[src/design/csavg_pkg.sv]
// Shared widths, reset values and register codes for the calibrated sample averager.
// No dependencies; used by calibrated_sample_averager and csavg_checker.
package csavg_pkg;

  // Payload and datapath widths
  localparam int RAW_W  = 12;  // converter reading
  localparam int GAIN_W = 16;  // signed gain, 2^15 = unity
  localparam int OFFS_W = 16;  // signed offset
  localparam int AVG_W  = 16;  // result
  localparam int PROD_W = 29;  // 13b signed sample times 16b gain
  localparam int TRNC_W = 14;  // product / 2^15
  localparam int CAL_W  = 17;  // truncated product plus offset
  localparam int SUM_W  = 24;  // running sum
  localparam int CNT_W  = 7;   // samples in current block
  localparam int FRAC_W = 15;  // gain fraction bits

  // APB port
  localparam int APB_AW = 3;
  localparam int APB_DW = 32;

  // Register select (paddr bit 2)
  localparam logic REG_GAIN   = 1'b0;
  localparam logic REG_OFFSET = 1'b1;

  localparam logic signed [GAIN_W-1:0] GAIN_RESET   = 16'sh7FFF;
  localparam logic signed [OFFS_W-1:0] OFFSET_RESET = 16'sh0000;

endpackage

[src/design/calibrated_sample_averager.sv]
// Calibrated sample averager: gain/offset correction of 12-bit samples, block mean.
// Depends on csavg_pkg.
//
// Usage:
//   Input channel (in_valid_i / in_stall_o) carries one converter sample per beat,
//   with a restart flag that drops the partial block and opens a new one with
//   this sample. Output channel (out_valid_o / out_stall_i) carries one average
//   per completed block of BLOCK_SAMPLES samples: the calibrated mean, rounded
//   half up, clamped to 0..65535.
//   Each sample is scaled as trunc(raw * gain / 2^15) + offset; gain and offset
//   are written over the APB port (gain at 0x0, offset at 0x4) while idle.
// Timing:
//   Seven-stage pipeline, one beat per cycle sustained while out_stall_i is low.
//   A closing beat passes S1..S3; its total, dividend, quotient and average fill
//   S4..S7, and S7 drives out_valid_o. The stages are set by the two multipliers
//   (sample x gain, sum x reciprocal of N), each followed by a register.
// Reset: clears the pipeline valids, the running sum and sample count, and
//   loads gain = 32767, offset = 0.
// Stall: a stalled result holds in the output register; upper stages keep
//   accepting until every stage is full, only then in_stall_o goes high.
module calibrated_sample_averager #(
  parameter int BLOCK_SAMPLES = 10  // 1..64
) (
  input  logic                              clk_i,
  input  logic                              rst_ni,
  // APB configuration
  input  logic                              psel,
  input  logic                              penable,
  input  logic                              pwrite,
  input  logic [csavg_pkg::APB_AW-1:0]      paddr,
  input  logic [csavg_pkg::APB_DW-1:0]      pwdata,
  output logic [csavg_pkg::APB_DW-1:0]      prdata,
  output logic                              pready,
  // Sample input
  input  logic                              in_valid_i,
  output logic                              in_stall_o,
  input  logic [csavg_pkg::RAW_W-1:0]       raw_sample_i,
  input  logic                              restart_i,
  // Average output
  output logic                              out_valid_o,
  input  logic                              out_stall_i,
  output logic [csavg_pkg::AVG_W-1:0]       average_o
);

  // Block length, forced to at least one
  localparam int N     = (BLOCK_SAMPLES < 1) ? 1 : BLOCK_SAMPLES;
  // Exact floor division for dividends below 2^24 and N up to 128:
  // q = (d * ceil(2^31 / N)) >> 31
  localparam int SHIFT = 31;
  localparam int RCP_W = 32;
  localparam int DIVP_W = csavg_pkg::SUM_W + RCP_W;
  localparam logic [RCP_W-1:0] RECIP =
    RCP_W'(((64'd1 << SHIFT) + 64'(N) - 64'd1) / 64'(N));
  localparam logic [csavg_pkg::SUM_W-1:0] HALF_N = csavg_pkg::SUM_W'(N / 2);
  localparam logic [csavg_pkg::CNT_W-1:0] N_CNT  = csavg_pkg::CNT_W'(N);
  localparam int QUOT_W = csavg_pkg::SUM_W;

  // ---------------------------------------------------------------------------
  // Configuration registers
  // ---------------------------------------------------------------------------
  logic signed [csavg_pkg::GAIN_W-1:0] gain_q;
  logic signed [csavg_pkg::OFFS_W-1:0] offset_q;
  logic                                cfg_wr;

  assign pready = 1'b1;
  assign cfg_wr = psel && penable && pwrite;

  always_ff @(posedge clk_i or negedge rst_ni) begin
    if (!rst_ni) begin
      gain_q   <= csavg_pkg::GAIN_RESET;
      offset_q <= csavg_pkg::OFFSET_RESET;
    end else if (cfg_wr) begin
      unique case (paddr[2])
        csavg_pkg::REG_GAIN:   gain_q   <= pwdata[csavg_pkg::GAIN_W-1:0];
        csavg_pkg::REG_OFFSET: offset_q <= pwdata[csavg_pkg::OFFS_W-1:0];
        default: ;
      endcase
    end
  end

  always_comb begin
    unique case (paddr[2])
      csavg_pkg::REG_GAIN:
        prdata = csavg_pkg::APB_DW'({1'b0, gain_q});
      csavg_pkg::REG_OFFSET:
        prdata = csavg_pkg::APB_DW'({1'b0, offset_q});
      default:
        prdata = '0;
    endcase
  end

  // ---------------------------------------------------------------------------
  // Pipeline flow control: a stage loads when empty or when it drains
  // ---------------------------------------------------------------------------
  logic v1_q, v2_q, v3_q, v4_q, v5_q, v6_q, v7_q;
  logic ld1, ld2, ld3, ld4, ld5, ld6, ld7;

  assign ld7 = !v7_q || !out_stall_i;
  assign ld6 = !v6_q || ld7;
  assign ld5 = !v5_q || ld6;
  assign ld4 = !v4_q || ld5;
  assign ld3 = !v3_q || ld4;
  assign ld2 = !v2_q || ld3;
  assign ld1 = !v1_q || ld2;

  assign in_stall_o = !ld1;

  // ---------------------------------------------------------------------------
  // Datapath
  // ---------------------------------------------------------------------------
  // S1: input register
  logic [csavg_pkg::RAW_W-1:0]         raw1_q;
  logic                                rst1_q;
  // S2: sample x gain
  logic signed [csavg_pkg::PROD_W-1:0] prod_d, prod2_q;
  logic                                rst2_q;
  // S3: truncate toward zero, add offset
  logic signed [csavg_pkg::TRNC_W-1:0] trunc_d;
  logic signed [csavg_pkg::CAL_W-1:0]  cal_d, cal3_q;
  logic                                rst3_q;
  // Accumulator
  logic signed [csavg_pkg::SUM_W-1:0]  sum_q, sum_base, sum_d;
  logic [csavg_pkg::CNT_W-1:0]         cnt_q, cnt_d;
  logic                                blk_done;
  logic                                acc_fire;
  // S4: block total
  logic signed [csavg_pkg::SUM_W-1:0]  total4_q;
  // S5: dividend with half-N bias for round half up
  logic [csavg_pkg::SUM_W-1:0]         div5_q;
  logic                                neg5_q;
  // S6: quotient
  logic [DIVP_W-1:0]                   divp_d;
  logic [QUOT_W-1:0]                   quot6_q;
  logic                                neg6_q;
  // S7: output register
  logic [csavg_pkg::AVG_W-1:0]         avg_d, avg7_q;

  assign prod_d = csavg_pkg::PROD_W'($signed({1'b0, raw1_q}))
                * csavg_pkg::PROD_W'(gain_q);

  // Floor of product / 2^15, bumped by one for negative inexact values
  assign trunc_d = prod2_q[csavg_pkg::PROD_W-1:csavg_pkg::FRAC_W]
                 + csavg_pkg::TRNC_W'(prod2_q[csavg_pkg::PROD_W-1]
                                      && (|prod2_q[csavg_pkg::FRAC_W-1:0]));
  assign cal_d   = csavg_pkg::CAL_W'(trunc_d) + csavg_pkg::CAL_W'(offset_q);

  assign sum_base = rst3_q ? '0 : sum_q;
  assign sum_d    = sum_base + csavg_pkg::SUM_W'(cal3_q);
  assign cnt_d    = (rst3_q ? '0 : cnt_q) + csavg_pkg::CNT_W'(1);
  assign blk_done = cnt_d >= N_CNT;
  assign acc_fire = v3_q && ld4;

  assign divp_d = DIVP_W'(div5_q) * DIVP_W'(RECIP);

  always_comb begin
    if (neg6_q) begin
      avg_d = '0;
    end else if (|quot6_q[QUOT_W-1:csavg_pkg::AVG_W]) begin
      avg_d = '1;
    end else begin
      avg_d = quot6_q[csavg_pkg::AVG_W-1:0];
    end
  end

  // Control state
  always_ff @(posedge clk_i or negedge rst_ni) begin
    if (!rst_ni) begin
      v1_q  <= 1'b0;
      v2_q  <= 1'b0;
      v3_q  <= 1'b0;
      v4_q  <= 1'b0;
      v5_q  <= 1'b0;
      v6_q  <= 1'b0;
      v7_q  <= 1'b0;
      sum_q <= '0;
      cnt_q <= '0;
    end else begin
      if (ld1) v1_q <= in_valid_i;
      if (ld2) v2_q <= v1_q;
      if (ld3) v3_q <= v2_q;
      if (ld4) v4_q <= v3_q && blk_done;
      if (ld5) v5_q <= v4_q;
      if (ld6) v6_q <= v5_q;
      if (ld7) v7_q <= v6_q;
      if (acc_fire) begin
        if (blk_done) begin
          sum_q <= '0;
          cnt_q <= '0;
        end else begin
          sum_q <= sum_d;
          cnt_q <= cnt_d;
        end
      end
    end
  end

  // Payload registers
  always_ff @(posedge clk_i) begin
    if (ld1) begin
      raw1_q <= raw_sample_i;
      rst1_q <= restart_i;
    end
    if (ld2) begin
      prod2_q <= prod_d;
      rst2_q  <= rst1_q;
    end
    if (ld3) begin
      cal3_q <= cal_d;
      rst3_q <= rst2_q;
    end
    if (ld4) begin
      total4_q <= sum_d;
    end
    if (ld5) begin
      neg5_q <= total4_q[csavg_pkg::SUM_W-1];
      div5_q <= {1'b0, total4_q[csavg_pkg::SUM_W-2:0]} + HALF_N;
    end
    if (ld6) begin
      neg6_q  <= neg5_q;
      quot6_q <= divp_d[SHIFT +: QUOT_W];
    end
    if (ld7) begin
      avg7_q <= avg_d;
    end
  end

  assign out_valid_o = v7_q;
  assign average_o   = avg7_q;

endmodule

[config.mk]
export PLATFORM = sky130hd
export DESIGN_NAME = calibrated_sample_averager
export DESIGN_NICKNAME = d
export VERILOG_FILES = /design/src/design/csavg_pkg.sv /design/src/design/calibrated_sample_averager.sv
export SDC_FILE = /design/constraint.sdc
export NUM_CORES = 1
export LEC_CHECK = 0
export BUFFER_PORTS_ARGS = -buffer_cell sky130_fd_sc_hd__buf_2
export CORE_MARGIN = 2
export CORE_UTILIZATION = 55
export DETAILED_ROUTE_END_ITERATION = 7
export PLACE_DENSITY = 0.82
export SLEW_MARGIN = 20
export SYNTH_ARGS = -nofsm -noshare
export SYNTH_HDL_FRONTEND = slang
export SYNTH_SLANG_ARGS = --single-unit
[constraint.sdc]
create_clock -name clk_i -period 15.4 [get_ports clk_i]
set_clock_uncertainty 0.05 [all_clocks]
set_input_delay 2.31 -clock clk_i [delete_from_list [all_inputs] [get_ports clk_i]]
set_output_delay 2.31 -clock clk_i [all_outputs]
set_load 0.01 [all_outputs]
==> impl_results.md <==
- Top post-synthesis cells by count: inv_1 (532), fa_1 (347), ha_1 (317)
- Largest net degree at the start of global routing: 71
- # port buffers: 70
- Status: completed
- GRT Total Usage: 0.235
- Post-CTS setup buffers: 0
- CTS hold repair buffers: 0
- CTS max path bufs: 3
- Main flop type after synthesis: edfxtp_1
- H-tree Lvls: 1
- Synth Area per Inst: 10.5 um^2
- Initial DRC count: 873
- Total grt overflow: 0
- Area growth, synth to finish: 7.01%
- Io pins: 106
- Cell variety after synth: 75
- RSZ-0062 raised after global routing: false
- Worst Path Max Fanout: 8
- Setup TNS: 0 ns
- Synth top area share: 0.272
- Slew Viols, Final: 0
- Rel. slew slack: 0.322
- Cells after Synth: 2443
- DRT Wirelength: 53600 um
- CTS tree: yes
- DRT Pass-1 Iters: 5
- Least-Margin Pin Slew: 1.01 ns
- Max_cap viols: 0
- Wire per inst: 17.2 um
- Cells resized by post-CTS repair: 0
- Drt via density: 5.45
- Clk pin slew, worst setup/hold paths: 0.06 ns
- Crit path capture type: register
- Sinks on Clock Net: 218
- Starting density of the core: 0.560
- Yosys warns: 0
- Antenna Nets Post-Route: 0
- Final setup violation count: 0
- Die ar.: 48200 um^2
- Data arrival, critical path: 7.62 ns
- Fillcell total: 3568
- Number of global-route vias before repair: 18900
- Final Hold Fails: 0
- Number of flops mapped to enable cells by yosys: 148
- Crit Path Category: reg2reg
- Max Fclk: 135 MHz
- Die height: 219 um
- Routability cong.: 0.973
- TritonCTS Buffers: 26
- First-pass GRT wire length: 90400 um
- Post-synth top area cell: fa_1
- Initial antenna violation count: 0
- Area of the multi-input gates: 17100 um^2
- HPWL after DPL: 44300 um
- Period utilization: 0.479
- Nets@finish: 3214
- Hold Path Class: reg2reg
- Synth top area cells: fa_1 (27%), edfxtp_1 (17%), ha_1 (16%), inv_1 (7.8%), dfrtp_1 (5.4%)
- Total core area: 45600 um^2
- DIE WIDTH: 219 um
- Clk_lat worst skew: 0.57 ns
- DRC: 0
- Clock root cell: clkbuf_16
- Crit path time final: 7.38 ns
- Worst Path Required: 15.64 ns
- Synth Cell Area: 25500 um^2
- Layout cells sized above 1: 0.0791
- Register area: 6210 um^2
- # rows: 78
- Number of diodes: 0
- Vias: 17000
- Most common cell in the netlist: inv_1
- Post-synthesis sequential area ratio: 0.243
- Fin util: 0.599
- FFs w/ async S/R, synth: 0.321
- #FFs+latches synth: 218
- Critical path startpoint category: register
-- state kept, by name, summed over array words and instances, names as in the netlist, 7 cells and up --
| name | flops |
|---|---|
| average_o | 16 |
| cal3_q | 17 |
| cnt_q | 7 |
| div5_q | 24 |
| gain_q | 16 |
| offset_q | 16 |
| prod2_q | 29 |
| quot6_q | 21 |
| raw1_q | 12 |
| sum_q | 24 |
| total4_q | 24 |
-- placed cells by master, fill, tap and decap left out, types with 28 or more instances in the layout --
| master | instances |
|---|---|
| nor2b_1 | 33 |
| mux2_2 | 48 |
| a21oi_1 | 76 |
| inv_1 | 532 |
| o21ai_0 | 45 |
| edfxtp_1 | 148 |
| nand3_1 | 28 |
| dfrtp_1 | 55 |
| nor2_1 | 93 |
| buf_2 | 69 |
| and2_1 | 121 |
| a21o_1 | 36 |
| fa_1 | 347 |
| ha_1 | 317 |
| xor2_1 | 31 |
| xnor2_1 | 91 |
| nand2_1 | 147 |
-- metrics by stage --
stage	setup WS (ns)	hold slack, ns	instances	cell area (um^2)
floorplan	8.89	0.350	2458	25600
global placement	8.23	0.354	3064	26400
detailed placement	8.09	0.359	3065	26400
CTS	8.07	0.372	3113	27300
global route	7.60	0.378	3115	27300
finish	8.02	0.368	3115	27300
-- worst paths after layout --
check / start / end / slack (ns) / cells past startpoint
min in group asynchronous: rst_ni / out_valid_o / 1.85 / 1
max reg2reg: div5_q[9] / quot6_q[20] / 8.02 / 22
max: div5_q[9] / quot6_q[20] / 8.02 / 22
min reg2reg: rst2_q / rst3_q / 0.37 / 0
max in group asynchronous: rst_ni / sum_q[8] / 12.85 / 1
min: rst2_q / rst3_q / 0.37 / 0
-- critical path, cell delays in order, from the launching register on --
cell and delay, ns:
edfxtp_1 0.52, ha_1 0.43, fa_1 0.67, inv_1 0.10
fa_1 0.52, fa_1 0.55, inv_1 0.09, fa_1 0.49
inv_1 0.06, fa_1 0.47, fa_1 0.50, inv_1 0.05
ha_1 0.32, nand3_1 0.13, nor3_1 0.34, nand2_1 0.13
a221oi_1 0.23, a31oi_1 0.14, a21boi_2 0.49, a2111oi_2 0.17
o31ai_1 0.40, a21oi_1 0.14, xnor2_1 0.14
-- kinds of logic (layout without fill, tap and decap cells) --
logic type,after synthesis,in the layout,share of synthesized area
compound gates,275,275,0.0729
flops,218,218,0.243
other cells,2,17,0.000294
mux,52,52,0.0227
fa+ha+maj,664,664,0.427
xor+xnor,122,122,0.0419
buf+inv,601,658,0.0909
simple gates,509,509,0.100
-- metal layers --
metal | part of all wire | up-vias | wire, um | GRT usage
li1 | - | 7891 | - | -
met1 | 0.39 | 8487 | 20900 | 0.269
met2 | 0.52 | 473 | 28100 | 0.441
met3 | 0.050 | 137 | 2680 | 0.0335
met4 | 0.036 | 0 | 1930 | 0.0914
met5 | 0 | - | 0 | 0
-- final cells by class --
cell class	count	share of cell area
Clock inverter	9	0.00348
Inverter	532	0.0731
Tap cell	600	0.0275
Timing Repair Buffer	78	0.0161
Clock buffer	39	0.0282
Multi-Input combinational cell	1639	0.624
Sequential cell	218	0.227
Power is not shown: default switching activity piles up to over one toggle a cycle in this logic, so the estimate is an artifact.
